==> src/rtl/lovm_pkg.sv <==
`timescale 1ns / 1ps

package lovm_pkg;

    localparam int FRAC_BITS  = 16;
    localparam int LW         = FRAC_BITS + 2;   // normalized vector component
    localparam int QW         = FRAC_BITS + 1;   // quotient magnitude
    localparam int NW         = 32 + FRAC_BITS;  // dividend magnitude
    localparam int MW         = 33;              // multiplier operand
    localparam int EYE_W      = 27;
    localparam int VLIM_W     = 17;
    localparam int EW         = EYE_W + 2;       // eye position component
    localparam int DOTW       = EYE_W + 4;       // eye dot products
    localparam int SQRT_STEPS = 32;
    localparam int ITER_W     = $clog2(SQRT_STEPS);

    localparam logic [31:0] ONE_Q = 32'(64'd1 << FRAC_BITS);
    // squared length bound equal to a length of 1e-5
    localparam logic [63:0] TINY_SQ =
        ((64'd1 << (2 * FRAC_BITS)) + 64'd9999999999) / 64'd10000000000;

    typedef struct packed {
        logic signed [31:0] dir_x;
        logic signed [31:0] dir_y;
        logic signed [31:0] dir_z;
    } t_in;

    typedef struct packed {
        logic [1:0]         column_index;
        logic signed [31:0] elem_row0;
        logic signed [31:0] elem_row1;
        logic signed [31:0] elem_row2;
        logic signed [31:0] elem_row3;
        logic               matrix_changed;
        logic               last_column;
    } t_out;

    typedef struct packed {
        logic start;
        logic is_sqrt;
    } t_ds_ctl;

endpackage

==> src/rtl/lovm_mul.sv <==
`timescale 1ns / 1ps

module lovm_mul (
    input  logic                              i_clk,
    input  logic signed [lovm_pkg::MW-1:0]    i_a,
    input  logic signed [lovm_pkg::MW-1:0]    i_b,
    output logic signed [63:0]                o_p
);
    import lovm_pkg::*;

    logic signed [2*MW-1:0] w_prod;
    logic signed [63:0]     r_p;

    assign w_prod = i_a * i_b;

    always_ff @(posedge i_clk) begin
        r_p <= w_prod[63:0];
    end

    assign o_p = r_p;

endmodule

==> config.mk <==
export PLATFORM = sky130hd
export DESIGN_NAME = lovm_mul
export DESIGN_NICKNAME = d
export VERILOG_FILES = /design/src/rtl/lovm_pkg.sv /design/src/rtl/lovm_mul.sv
export SDC_FILE = /design/constraint.sdc
export NUM_CORES = 2
export LEC_CHECK = 0
export BUFFER_PORTS_ARGS = -buffer_cell sky130_fd_sc_hd__buf_4
export CAP_MARGIN = 40
export CELL_PAD_IN_SITES_DETAIL_PLACEMENT = 2
export CELL_PAD_IN_SITES_GLOBAL_PLACEMENT = 2
export CORE_UTILIZATION = 35
export CTS_CLUSTER_SIZE = 24
export DETAILED_ROUTE_END_ITERATION = 8
export HOLD_SLACK_MARGIN = 0.02
export PLACE_DENSITY = 0.68
export SLEW_MARGIN = 20
export SYNTH_ARGS = -nofsm -noshare
export SYNTH_HDL_FRONTEND = slang
export SYNTH_SLANG_ARGS = --single-unit
==> constraint.sdc <==
create_clock -name i_clk -period 9.7 [get_ports i_clk]
set_input_delay 0.485 -clock i_clk [delete_from_list [all_inputs] [get_ports i_clk]]
set_output_delay 0.485 -clock i_clk [all_outputs]
set_load 0.1 [all_outputs]
* Yosys cells after proc, flatten, opt, wreduce, memory -nomap -nowiden
Index checks and enable logic that the tools add are counted.
Storage, ports and cells: memory bits (read-only) 0, output and inout bits 64, latch bits 0, memories kept 0, memory bits (writable) 0, register bits after elaboration 64, bits of input ports 67
Operators by class: reduce and logical (&&, ||, !) cells 0, multiplexer cells 0, multipliers 1, $add $sub $neg 0, divide/modulo/power cells 0, shift operators 0, bitwise gates (word level) 0, equality and inequality tests 0, $lt $le $gt $ge 0
Operators with widths (number):
- $mul A33 B33 Y64 | 1

* Logic depth before layout (Yosys ltp)
depth after elaboration 1, depth in mapped cells 28, gate-level depth less buffers 26

* Worst setup path after synthesis
OpenSTA, ideal clock, no wires.
kind in2reg, start point in i_a[32] (netlist bit), end point reg r_p[63] (netlist: o_p[63]), setup slack 1.951 ns, library setup time 0.072 ns, required time 9.628 ns, path buffers 1, data arrival time 7.677 ns, stages 24, path through clkbuf_1 > nand2_1 > inv_1 > fa_1 > fa_1 > fa_1 > inv_1 > fa_1 > inv_1 > fa_1 > fa_1 > fa_1 > inv_1 > fa_1 > inv_1 > ha_1 > a21o_1 > a21o_1 > a21oi_1 > nand2_1 > o31ai_1 > o211ai_1 > a21oi_1 > xnor2_1
On the way: word-level cells in the longest chain between the ends 1
Ends and longest elaborated chain:
- start: declaration | RTL line lovm_mul.sv:5 | input logic signed [lovm_pkg::MW-1:0] i_a,
- $mul A33 B33 Y64 | RTL line lovm_mul.sv:14 | assign w_prod = i_a * i_b;
- net w_prod[63] | RTL line lovm_mul.sv:11 | logic signed [2*MW-1:0] w_prod;
- end signal: assignment | RTL line lovm_mul.sv:17 | r_p <= w_prod[63:0];
- end: declaration | RTL line lovm_mul.sv:12 | logic signed [63:0] r_p;
The timed path passes the listed nets, and every way through them passes these cells.

* Worst setup path in the final report
start point in i_b[0] (netlist bit), end point reg r_p[60] (netlist: o_p[60])
On the way: word-level cells in the longest chain between the ends 1
Ends and longest elaborated chain:
- start: declaration | RTL line lovm_mul.sv:6 | input logic signed [lovm_pkg::MW-1:0] i_b,
- $mul A33 B33 Y64 | RTL line lovm_mul.sv:14
- net w_prod[60] | RTL line lovm_mul.sv:11
The timed path passes the listed nets, and every way through them passes these cells.

==> metrics <==
result of the run complete, no violations; aggregate global-route resource usage 0.234; residual overflow from global routing 0; Std-Cell Rows 122; antenna violations before repair 3; worst min-delay path class in -> reg; hold buffer count at cts 0; clock sink count 64; Final HPWL DP 109 mm; flip-flop count of the largest register after layout 64; total of max-cap violations 0; setup repair after global routing missed its margin no; Final Hold Viols 0; normalized max-slew margin 0.467; met1 usage 0.276; Data arrival, critical path 8690 ps; count of nets after finishing 5533; post-synthesis cell type count 57; non-filler instance count after layout 5624; most heavily used metal layer in global routing met2; clock buffers created by TritonCTS 9; Highest Clock Rate 0.119 GHz; mean instance size in the synthesized netlist 9.40 sq um; sequential-to-total area share from yosys stat 0.0324; number of cells in the design after placement 5606; CTS tree built; proportion of layout cells with a drive suffix above 1 0.0377; number of buffers on the longest clock path 2; post-synthesis async set-or-reset flop share 0; die boundary width 338 um; commonest non-fill, non-tap cell in the layout fa_1; wirelength, routed 129 mm; Setup crit start kind primary input; minimum setup slack in the final design 1270 ps; overall via count from detail_route 27200; Core Footprint 111000 sq um; number of filler cells placed in the layout 12200; sequential standard cell area 1280 sq um; final count of negative-setup-slack endpoints 0; crit share post-route 0.870; critical path capture point type register; Antenna Nets Post-Route 0; Buffers on Ports 130; netlist area before placement 39500 sq um; highest-count cells in the layout ignoring fill and taps fa_1 (1125), inv_1 (1086), and2_1 (548); Gates resized, CTS repair 0; number of DRC violations after detailed-routing iteration 0 933; final estimated routing congestion in global placement 0.849; H-tree Lvls 3; cells after synthesis 4207; number of register bits inferred by synthesis 64; Vias per Instance 4.85; initial cell density of the core 0.355; clock-pin slew on the worst setup and hold paths 60 ps; first drt pass iteration count 4; final-report max-slew violation count 0; I/O pin count 131; die outline area 114000 sq um; global-route track usage on met3 0.0183; maximum number of pins on one net before global-route repair 35; most instantiated flip-flop cell in the synthesis netlist dfxtp_1; post-CTS setup buffer count 0; Worst Tran Pin Value 792 ps; worst setup slack after placement 896 ps; synthesis-to-finish area growth 5.98%; worst endpoint required time 9950 ps; die height 338 um; area used by multi-input combinational logic 33400 sq um; clock root cell clkbuf_16; synthesized net count 5611; count of flip-flops with a built-in enable after synthesis 0; Finished Core Util 0.377; kind of critical path in -> reg; GR met2 Demand/Resource 0.444; vias in the first global route 33100; mean routed wirelength per cell 23.0 um; shortest period the worst path allows 8430 ps; Yosys warning count 0; wire length of the first global-routing pass 202 mm; TNS Setup 0 ps; total DRC errors in the routed layout 0; crit path max fanout 33
[stage by stage]
step | area, sq um | hold slack, ps
after floorplan | 39500 | 612
after global placement | 41600 | 981
after detailed placement | 41600 | 983
after CTS | 41900 | 592
after global routing | 41900 | 596
final | 41900 | 595
[path summary, 6_finish.rpt]
kind                  endpoint  slack, ps    from  depth (start not counted)
worst max-delay path   o_p[60]       1270  i_b[0]                         24
worst min-delay path    o_p[0]        600  i_b[0]                          2
[routing by layer]
| metal | vias to the layer above | routed length [um] | share of wire |
|---|---|---|---|
| met4 | 2 | 5000 | 0.039 |
| met3 | 172 | 2310 | 0.018 |
| met1 | 15000 | 50300 | 0.39 |
| met5 | - | 16 | 0.00012 |
| li1 | 11800 | - | - |
| met2 | 349 | 71600 | 0.55 |
[logic make-up (layout without fill, tap and decap cells)]
group	Yosys count	in the layout	synth area share
AOI/OAI and AO/OA	200	200	0.0325
buffers and inverters	1308	1235	0.124
and+or+nand+nor	1221	1221	0.157
DFF	64	64	0.0324
other	0	2	0
adders and majority gates	1337	1337	0.637
muxes	1	1	0.000253
xor gates and xnor gates	76	76	0.0168
[final cells by class]
class | instances | share of cell area
multi-input cells | 2835 | 0.796
inverters | 1086 | 0.0973
well taps | 1488 | 0.0444
flip-flops and latches | 64 | 0.0306
repair buffers | 133 | 0.0238
clock buffers | 12 | 0.00612
clock inverters | 4 | 0.00182
diodes | 2 | 0.000119
[Yosys cell counts, types with 8 or more instances]
cell	n	share of area
xor2_1	21	0.0047
inv_1	1086	0.10
nand4_1	12	0.0019
o21ai_0	29	0.0037
nor2_1	18	0.0017
nand2_1	547	0.052
xnor2_1	55	0.012
o21a_1	18	0.0034
nand3_1	18	0.0023
and2_1	548	0.087
a21oi_1	69	0.0087
dfxtp_1	64	0.032
a211oi_1	8	0.0015
nand2b_1	9	0.0014
a21o_1	18	0.0034
fa_1	1125	0.57
clkbuf_1	222	0.021
nor2b_1	32	0.0051
nor3_1	11	0.0014
ha_1	212	0.067
[critical path, cell delays in order]
cell and delay (ps):
buf_4 310, nand2_1 150, inv_1 150, fa_1 490, fa_1 570, fa_1 620
buf_4 230, inv_1 140, fa_1 770, inv_1 360, fa_1 570, fa_1 520
fa_1 490, inv_1 50, fa_1 470, inv_1 50, ha_1 460, nand3_1 200
nor4_1 480, nand3_1 130, o211ai_1 410, a211o_1 300, nand4_1 140, o311ai_2 90
Power is left out: the tool's default activity adds up to more than one toggle a clock period on the data nets, which glitch-free logic cannot reach.
