## src/rtl/lovm_pkg.sv

```systemverilog
`timescale 1ns / 1ps

package lovm_pkg;

    localparam int FRAC_BITS  = 16;
    localparam int LW         = FRAC_BITS + 2;   // normalized vector component
    localparam int QW         = FRAC_BITS + 1;   // quotient magnitude
    localparam int NW         = 32 + FRAC_BITS;  // dividend magnitude
    localparam int MW         = 33;              // multiplier operand
    localparam int EYE_W      = 27;
    localparam int VLIM_W     = 17;
    localparam int EW         = EYE_W + 2;       // eye position component
    localparam int DOTW       = EYE_W + 4;       // eye dot products
    localparam int SQRT_STEPS = 32;
    localparam int ITER_W     = $clog2(SQRT_STEPS);

    localparam logic [31:0] ONE_Q = 32'(64'd1 << FRAC_BITS);
    // squared length bound equal to a length of 1e-5
    localparam logic [63:0] TINY_SQ =
        ((64'd1 << (2 * FRAC_BITS)) + 64'd9999999999) / 64'd10000000000;

    typedef struct packed {
        logic signed [31:0] dir_x;
        logic signed [31:0] dir_y;
        logic signed [31:0] dir_z;
    } t_in;

    typedef struct packed {
        logic [1:0]         column_index;
        logic signed [31:0] elem_row0;
        logic signed [31:0] elem_row1;
        logic signed [31:0] elem_row2;
        logic signed [31:0] elem_row3;
        logic               matrix_changed;
        logic               last_column;
    } t_out;

    typedef struct packed {
        logic start;
        logic is_sqrt;
    } t_ds_ctl;

endpackage

```

## src/rtl/lovm_divsqrt.sv

```systemverilog
`timescale 1ns / 1ps

module lovm_divsqrt (
    input  logic                              i_clk,
    input  logic                              i_rst_n,
    input  lovm_pkg::t_ds_ctl                 i_ctl,
    input  logic [63:0]                       i_rad,
    input  logic signed [31:0]                i_num,
    input  logic [31:0]                       i_den,
    output logic                              o_done,
    output logic [31:0]                       o_root,
    output logic signed [lovm_pkg::LW-1:0]    o_quo
);
    import lovm_pkg::*;

    logic              r_busy;
    logic              r_sqrt;
    logic              r_done;
    logic [ITER_W-1:0] r_cnt;
    logic [63:0]       r_v;
    logic [63:0]       r_res;
    logic [63:0]       r_bit;
    logic [NW-1:0]     r_rem;
    logic [NW-1:0]     r_dsh;
    logic [QW-1:0]     r_q;
    logic              r_neg;

    logic [63:0]       w_trial;
    logic [31:0]       w_mag;

    assign w_trial = r_res + r_bit;
    assign w_mag   = i_num[31] ? (~i_num + 32'd1) : i_num;

    always_ff @(posedge i_clk) begin
        if (!i_rst_n) begin
            r_busy <= 1'b0;
            r_done <= 1'b0;
            r_cnt  <= '0;
        end else begin
            r_done <= 1'b0;
            if (i_ctl.start) begin
                r_busy <= 1'b1;
                r_sqrt <= i_ctl.is_sqrt;
                r_cnt  <= i_ctl.is_sqrt ? ITER_W'(SQRT_STEPS - 1) : ITER_W'(QW - 1);
                r_v    <= i_rad;
                r_res  <= '0;
                r_bit  <= 64'd1 << 62;
                r_rem  <= {w_mag, {FRAC_BITS{1'b0}}};
                r_dsh  <= {i_den, {FRAC_BITS{1'b0}}};
                r_q    <= '0;
                r_neg  <= i_num[31];
            end else if (r_busy) begin
                if (r_sqrt) begin
                    if (r_v >= w_trial) begin
                        r_v   <= r_v - w_trial;
                        r_res <= (r_res >> 1) + r_bit;
                    end else begin
                        r_res <= r_res >> 1;
                    end
                    r_bit <= r_bit >> 2;
                end else begin
                    // restoring step, one quotient bit
                    if (r_rem >= r_dsh) begin
                        r_rem <= r_rem - r_dsh;
                        r_q   <= {r_q[QW-2:0], 1'b1};
                    end else begin
                        r_q   <= {r_q[QW-2:0], 1'b0};
                    end
                    r_dsh <= r_dsh >> 1;
                end
                if (r_cnt == '0) begin
                    r_busy <= 1'b0;
                    r_done <= 1'b1;
                end else begin
                    r_cnt <= r_cnt - 1'b1;
                end
            end
        end
    end

    assign o_done = r_done;
    assign o_root = r_res[31:0];
    assign o_quo  = r_neg ? (LW'(0) - LW'(r_q)) : LW'(r_q);

endmodule

```

## config.mk

```make
export PLATFORM = sky130hd
export DESIGN_NAME = lovm_divsqrt
export DESIGN_NICKNAME = d
export VERILOG_FILES = /design/src/rtl/lovm_pkg.sv /design/src/rtl/lovm_divsqrt.sv
export SDC_FILE = /design/constraint.sdc
export NUM_CORES = 1
export LEC_CHECK = 0
export BUFFER_PORTS_ARGS = -buffer_cell sky130_fd_sc_hd__buf_2
export CELL_PAD_IN_SITES_DETAIL_PLACEMENT = 0
export CELL_PAD_IN_SITES_GLOBAL_PLACEMENT = 1
export CORE_ASPECT_RATIO = 0.9
export CORE_MARGIN = 5
export CORE_UTILIZATION = 51
export DETAILED_ROUTE_END_ITERATION = 12
export PLACE_DENSITY = 0.95
export RECOVER_POWER = 100
export SLEW_MARGIN = 20
export SYNTH_ARGS = -nofsm -noshare
export SYNTH_HDL_FRONTEND = slang
export SYNTH_SLANG_ARGS = --single-unit
```

## constraint.sdc

```tcl
create_clock -name i_clk -period 28.7 [get_ports i_clk]
set_input_delay 5.74 -clock i_clk [delete_from_list [all_inputs] [get_ports i_clk]]
set_output_delay 5.74 -clock i_clk [all_outputs]
set_load 0.01 [all_outputs]
```

# Yosys cells after proc, flatten, opt, wreduce, memory -nomap -nowiden
# Cells that the tools add are included.
# W data, S select, Z words.
[totals] in_bits=132 wordCells=68 regBits=314
[classes] n_reduce_logical=12 eq_ne=2 addsub=7 magnitude_cmp=2 n_mux=29 bitwise=3
[ops] op="$mux W64" n=9
[ops] op="$mux W48" n=7
[ops] op="$add A63 B64 Y64" n=1
[ops] op="$add A64 B64 Y64" n=1
[ops] op="$ge A64 B64 Y1" n=1
[ops] op="$sub A64 B64 Y64" n=1
[ops] op="$ge A48 B48 Y1" n=1
[ops] op="$sub A48 B48 Y48" n=1
[ops] op="$mux W17" n=2
[ops] op="$add A32 B1 Y32 const B" n=1
[ops] op="$mux W32" n=1
[ops] op="$not A32 Y32" n=1
[ops] op="$mux W18" n=1
[ops] op="$sub A1 B17 Y18 const A" n=1
[ops] op="$mux W5" n=3
[ops] op="$reduce_and A4 Y1" n=2
[ops] op="$reduce_bool A2 Y1" n=4
[ops] op="$reduce_and A3 Y1" n=2
[ops] op="$logic_not A5 Y1" n=1
[ops] op="$mux W1" n=5
[ops] op="$sub A5 B1 Y5 const B" n=1
[ops] op="$mux W4" n=1
[ops] op="$ne A2 B2 Y1 const B" n=2
[ops] op="$reduce_and A2 Y1" n=2
[ops] op="2 further kinds" n=3

# Depth between registers and ports, before layout
# Gate-level depths: netlist (run 1).
[logic_depth] word_depth=6 mapped_depth=25

# Worst setup path before layout (run 1)
# OpenSTA, ideal clock, no wires.
[synth_path] path_type="input to register" start="input i_ctl[1] (netlist bit)" end="register r_v[0], enable pin" setup_time_ps=584 path_stages=4 t_required_ps=28116 setup_slack_ps=12892 t_arrival_ps=15224 path_cell_list="clkbuf_1 a21oi_1 nor2b_1 a21boi_0"
[synth_between] elab_chain_cells=2 elab_cells_between_ends=4 cone_classes="reduce/logical: 4"
[synth_lines] item="start: declaration" line_no="lovm_divsqrt.sv:6" rtl="input lovm_pkg::t_ds_ctl i_ctl,"
[synth_lines] item="$reduce_bool A2 Y1 (no line)"
[synth_lines] item="$reduce_and A4 Y1 (no line) *"
[synth_lines] item="end signal: assignment" line_no="lovm_divsqrt.sv:45" rtl="r_v <= i_rad;"
[synth_lines] item="end signal: assignment" line_no="lovm_divsqrt.sv:55" rtl="r_v <= r_v - w_trial;"
[synth_lines] item="end: declaration" line_no="lovm_divsqrt.sv:20" rtl="logic [63:0] r_v;"
# Mark *: on every way between the ends. The rest lies on a longest branch, timed or not.
# A chain may end at the register's enable or synchronous reset.

# Worst setup path after layout (run 1)
[layout_path] start="input i_ctl[1] (netlist bit)" end="register r_bit[50], enable pin"
[layout_between] elab_chain_cells=2 elab_cells_between_ends=3 cone_classes="reduce/logical: 3"
[layout_lines] item="$reduce_bool A2 Y1 (no line)"
[layout_lines] item="$reduce_and A3 Y1 (no line) *"
[layout_lines] item="end signal: assignment" line_no="lovm_divsqrt.sv:47" rtl="r_bit <= 64'd1 << 62;"
[layout_lines] item="end signal: assignment" line_no="lovm_divsqrt.sv:60" rtl="r_bit <= r_bit >> 2;"
[layout_lines] item="end: declaration" line_no="lovm_divsqrt.sv:22" rtl="logic [63:0] r_bit;"
# Marks and branches as above.

==> impl_metrics.yaml, run 1 <==
routing:
  drc: 0
  initialDrtViolationCount: 1862
  vias: 21260
  drt-vias-per-instance: 6.103
  dr.pass1.iters: 6
  ant_nets: 0
  drt-wirelength-per-cell_um: 19.00
  wirelength_um: 66180
synthesis:
  synth_edf_count: 275
  synthTopCellsByArea: "edfxtp_1, ha_1, nand2_1"
  synthFlopType: "edfxtp_1"
  yosysUniqueCellTypes: 83
  synthArstFlopShare_pct: 0
  post_synth.cell_area_avg_um2: 8.637
  yosys_warnings: 0
  synth_seq_area_share_pct: 35.18
  synthesis.nets: 3080
  synth_top_area_share_pct: 34.59
  syn-cell-area_um2: 23870
  yosysMostFrequentCell: "nand2_1"
  ys_ff_latch: 282
  synthCells: 2764
  synthTopCellsByCount: "nand2_1, edfxtp_1, o21ai_0"
  yosysTopAreaCell: "edfxtp_1"
power:
  p_clk_share_pct: 27.9
  pwr-share-seq_pct: 34.6
  leakagePower_nw: 9.991
  combPwrFrac_pct: 37.5
  vdd_ir_drop_max_mv: 0.03859
  switching_share_pct: 36.57
  internal_power_uw: 989.0
  powerDensity_nw_per_um2: 60.05
  p_switching_uw: 570.1
setup_path:
  arrival_ns: 16.88
  slowest_stage: "clkbuf_1"
  worstSetupPathType: "in2reg"
  path_delay_family: "buffers and inverters"
  cp-end-kind: "flop"
  cp.required_ns: 28.86
  path_cells: "clkbuf_1 -> clkbuf_1 -> a21oi_1 -> nor2b_4 -> buf_4 -> buf_4"
  crit_path_max_incr_delay_ns: 6.15
  reg2reg_slack_ns: 21.60
  worstSetupStartpointType: "primary input"
  worst-path-buf-inv: 4
  crit_fanout: 214
clocking:
  numCtsBuffers: 34
  cts.repair.resized: 0
  cts_sinks: 282
  postCtsSetupBuffers: 0
  cts_hold_buf: 0
  clkTransAtPathRegs_ns: 0.06
  cts.htree.levels: 2
  cts-root-buf: "clkbuf_16"
  insertion_delay_ns: 0.55
  cts_tree: "yes"
  clk_path_buf_depth: 3
floorplanning:
  die_x_um: 238.1
  initial_core_util_pct: 51.39
  dieArea_um2: 51240
  ioPinCount: 183
  row_count: 75
  die_y_um: 215.3
  core_area_um2: 46450
timing:
  rsz0062_at_grt: "no"
  fin_crit_ns: 16.72
  fmax_mhz: 59.81
  fin_skew_ns: 0.02439
  hold_viol_final: 0
  worst_slew_pin_slew_ns: 8.563
  post-route-period-util_pct: 58.25
  setup_viol: 0
  slew_headroom_pct: -470.8
  slew_viol_final: 553
  tns_ns: 0
global_route:
  grt_pass1_wl_um: 104700
  grt.total_usage_pct: 24.71
  grt_max_degree: 215
  grt_pass1_vias: 20140
  grt-ovfl-total: 0
  antenna_found_initial: 2
placement:
  hpwl_um: 49460
  dp_cells: 3422
  port-buffer-count: 182
  gp_congestion: 0.9471
layout:
  final.fill_count: 4145
  area_growth_pct: 8.758
  drive_above_1_share_pct: 8.583
  nNetsFinal: 3158
  stdcell_count: 3483
run:
  drv_cap: 7
outcome:
  status: "complete, but fails checks"
  violations: "max-capacitance violations, max-slew violations"
worst_hold_path:
  hold_class: "reg2reg"
[layout by cell type (no fill, tap or decap), drive strengths merged, types with 17 or more instances in the layout]
cell type | synthesis | routed
nor2 | 211 | 211
a21boi | 17 | 17
nor3 | 48 | 48
and3 | 20 | 20
and2 | 23 | 23
o21bai | 45 | 45
xnor2 | 133 | 133
edfxtp | 275 | 275
nand2 | 355 | 355
nand4 | 56 | 56
a21oi | 217 | 217
inv | 100 | 100
clkbuf | 104 | 96
nor2b | 70 | 70
a21o | 63 | 63
buf | 46 | 135
xor2 | 112 | 112
o31ai | 33 | 33
or3 | 22 | 22
o21ai | 247 | 247
a31oi | 65 | 65
o21a | 19 | 19
nor4 | 18 | 18
and4 | 17 | 17
a31o | 23 | 23
nand3 | 51 | 51
a211oi | 41 | 41
ha | 182 | 182
[cells by family after synthesis]
family | count (synthesis) | share of synthesized area [%]
DFF | 282 | 35.18
AOI/OAI and AO/OA | 856 | 22.55
adders and majority gates | 184 | 9.706
buffers and inverters | 250 | 4.518
xor gates and xnor gates | 245 | 8.988
and+or+nand+nor | 939 | 18.70
muxes | 8 | 0.3616
[metrics by stage]
stage / cell area [um^2] / hold WS [ns] / setup WS, ns / utilization [%] / power [mW]
floorplan: 23870 / 0.5194 / 12.89 / - / 0.9762
global placement: 25000 / 0.5359 / 19.80 / 53.82 / 1.102
detailed placement: 25000 / 0.5483 / 19.69 / 53.82 / 1.115
CTS: 26090 / 0.5649 / 20.16 / 56.16 / 1.555
global route: 25960 / 0.5953 / 10.76 / 55.89 / 1.650
finish: 25960 / 0.5591 / 11.98 / 55.89 / 1.559
[power by group through the flow]
stage / Sequential, mW / Clock (mW) / Combinational [mW]
4_1_cts: 0.536 / 0.443 / 0.576
2_1_floorplan: 0.534 / 0 / 0.442
6_report: 0.539 / 0.435 / 0.585
3_5_place_dp: 0.544 / 0 / 0.571
3_3_place_gp: 0.543 / 0 / 0.560
5_1_grt: 0.543 / 0.461 / 0.647
[state kept, by name, indices dropped and copies added, names as in the netlist]
| name | count |
|---|---|
| o_done | 1 |
| r_rem | 48 |
| r_bit | 32 |
| r_dsh | 48 |
| r_cnt | 5 |
| r_busy | 1 |
| r_neg | 1 |
| r_res | 64 |
| r_sqrt | 1 |
| r_v | 64 |
| r_q | 17 |
[final cells by class]
class                      count  area (um^2)  share of cell area [%]
inverter                     100        375.4                   1.446
antenna                        1        2.502                0.009638
clock inverter                21        216.5                  0.8337
timing repair buffer         192        904.6                   3.484
clock buffer                  39        869.6                   3.349
sequential                   282         8398                   32.35
multi-input combinational   2232        14430                   55.56
tap                          616        770.7                   2.969
[worst paths after layout]
path | start | endpoint | cells after the start
min | r_dsh[15] | r_dsh[14] | 2
max | i_ctl[1] | r_bit[50] | 6
max reg2reg | r_res[2] | r_res[49] | 21
min reg2reg | r_dsh[15] | r_dsh[14] | 2
[tightest hold or removal path: stages (launching register included)]
cell	delay, ns
edfxtp_1	0.32
inv_1	0.06
nor2_1	0.07
[per-layer routing]
| layer | track usage, % | wire length [um] | vias up |
|---|---|---|---|
| met4 | 7.766 | 1944 | 4 |
| li1 | - | - | 10320 |
| met3 | 4.346 | 4940 | 131 |
| met1 | 34.97 | 29590 | 10010 |
| met5 | 0 | 20 | - |
| met2 | 38.83 | 29680 | 796 |
Power figures use the tool's default switching activity.
==> run 2: changes to the inputs <==
--- a/config.mk
+++ b/config.mk
@@ -10,9 +10,9 @@
 export CELL_PAD_IN_SITES_GLOBAL_PLACEMENT = 1
 export CORE_ASPECT_RATIO = 0.9
 export CORE_MARGIN = 5
-export CORE_UTILIZATION = 51
+export CORE_UTILIZATION = 47
 export DETAILED_ROUTE_END_ITERATION = 12
-export PLACE_DENSITY = 0.95
+export PLACE_DENSITY = 0.89
 export RECOVER_POWER = 100
 export SLEW_MARGIN = 20
 export SYNTH_ARGS = -nofsm -noshare
==> constraint.sdc (replaced) <==
create_clock -name i_clk -period 16.4 [get_ports i_clk]
set_input_delay 3.28 -clock i_clk [delete_from_list [all_inputs] [get_ports i_clk]]
set_output_delay 3.28 -clock i_clk [all_outputs]
set_load 0.01 [all_outputs]
==> run 2 against run 1 <==
  * The run still ends with max-capacitance violations, max-slew violations left
  * Critical path depth decreased by 2
  * Sequential share of layout area decreased by 0.089 points
  * Non-clock buffer count increased by 4
  * Flip-flop and latch count unchanged
  * Total power increased by 75%
  * Utilization decreased by 4.2 points
  * Cell area increased by 0.27%
  * Critical path type unchanged
==> impl_metrics.yaml, run 2 (synthesis results as in run 1) <==
outcome:
  status: "complete, but fails checks"
  violations: "max-capacitance violations, max-slew violations"
power:
  internal_power_mw: 1.718
  p_clk_share_pct: 27.6
  vdd_ir_drop_max_mv: 0.05770
  switching_share_pct: 36.88
  powerDensity_nw_per_um2: 104.6
  combPwrFrac_pct: 37.7
  p_switching_mw: 1.004
  pwr-share-seq_pct: 34.7
  leakagePower_nw: 9.980
timing:
  tns_ns: 0
  fin_skew_ns: 0.02415
  worst_slew_pin_slew_ns: 3.870
  hold_viol_final: 0
  fin_crit_ns: 10.42
  setup_viol: 0
  slew_viol_final: 669
  post-route-period-util_pct: 63.55
  rsz0062_at_grt: "no"
  slew_headroom_pct: -158.0
  fmax_mhz: 95.95
clocking:
  postCtsSetupBuffers: 0
  cts-root-buf: "clkbuf_16"
  cts.repair.resized: 0
  clkTransAtPathRegs_ns: 0.05
  insertion_delay_ns: 0.55
  cts_sinks: 282
  cts_hold_buf: 0
  cts_tree: "yes"
  numCtsBuffers: 35
  cts.htree.levels: 2
  clk_path_buf_depth: 3
layout:
  reg_top3: "r_res x64, r_v x64"
  drive_above_1_share_pct: 8.391
  multi_input_area_um2: 14410
  area_growth_pct: 9.057
  final_common_cell: "nand2_1"
  regArea_um2: 8398
  fin_area_um2: 26040
  nNetsFinal: 3163
  final_cell_mix: "nand2_1, edfxtp_1, o21ai_0, nor2_1, a21oi_1"
  final.fill_count: 4832
global_route:
  antenna_found_initial: 4
  grt-ovfl-total: 0
  grt_max_degree: 86
  grt.total_usage_pct: 23.77
  grt_pass1_vias: 20110
  grt_pass1_wl_um: 108100
floorplanning:
  dieArea_um2: 55410
  initial_core_util_pct: 47.41
  die_x_um: 247.6
  core_area_um2: 50360
  die_y_um: 223.8
  row_count: 78
  ioPinCount: 183
setup_path:
  timing.rr.start: "r_res[0]"
  worstSetupStartpointType: "primary input"
  rr_worst_depth: 21
  arrival_ns: 10.47
  reg2reg_to: "r_v[7]"
  cp.required_ns: 16.45
  cp-endpoint: "r_bit[48]"
  crit_fanout: 67
  cp-end-kind: "flop"
  crit_start: "i_ctl[1]"
  worstSetupPathType: "in2reg"
  reg2reg_slack_ns: 9.03
routing:
  dr.pass1.iters: 6
  wirelength_um: 68000
  vias: 21090
  drc: 0
  drt-vias-per-instance: 5.937
  initialDrtViolationCount: 1678
  ant_nets: 0
  drt-wirelength-per-cell_um: 19.14
placement:
  hpwl_um: 51420
  port-buffer-count: 182
  gp_congestion: 0.9196
  place_area_um2: 25100
run:
  drv_cap: 12
worst_hold_path:
  hold_class: "reg2reg"
## run 2: final cells by class
type,instances,area share [%]
multi-input cells,2232,55.34
clock inverters,13,0.3845
diodes,1,0.009612
inverters,100,1.442
flip-flops and latches,282,32.26
clock buffers,49,3.768
repair buffers,196,3.532
well taps,680,3.268
## run 2: power by group through the flow
stage	combinational [mW]	clock [mW]	sequential [mW]
after floorplan	0.773	0	0.935
after global placement	0.997	0	0.950
after detailed placement	1.01	0	0.953
after CTS	1.02	0.770	0.939
after global routing	1.14	0.800	0.951
final	1.03	0.752	0.944
## run 2: how the worst min path moves through the flow
stage / start / endpoint / slack, ns / cells after the start
finish: r_dsh[15] / r_dsh[14] / 0.56 / 2
global route: r_cnt[4] / r_cnt[4] / 0.59 / 2
CTS: r_dsh[15] / r_dsh[14] / 0.56 / 2
detailed placement: r_dsh[15] / r_dsh[14] / 0.54 / 2
global placement: r_dsh[15] / r_dsh[14] / 0.54 / 2
floorplan: r_dsh[15] / r_dsh[14] / 0.52 / 2
## run 2: stage by stage
| stage | std cells | hold WS, ns | total power, mW | utilization (%) | setup slack, ns |
|---|---|---|---|---|---|
| floorplan | 2764 | 0.5194 | 1.708 | - | 3.052 |
| global placement | 3490 | 0.5393 | 1.947 | 49.84 | 10.23 |
| detailed placement | 3490 | 0.5422 | 1.965 | 49.84 | 10.10 |
| CTS | 3552 | 0.5552 | 2.728 | 51.99 | 10.10 |
| global route | 3553 | 0.5911 | 2.889 | 51.70 | 5.153 |
| finish | 3553 | 0.5587 | 2.723 | 51.70 | 5.978 |
## run 2: routing by layer
metal	track usage, %	routed length, um
met1	34.84	32140
met2	36.93	29970
met3	3.472	4161
met4	6.460	1678
met5	0	44
## run 2: worst max-delay path: stages
cell	delay, ns
clkbuf_1	1.88
a21oi_1	0.06
nor2b_1	2.35
clkbuf_1	2.79
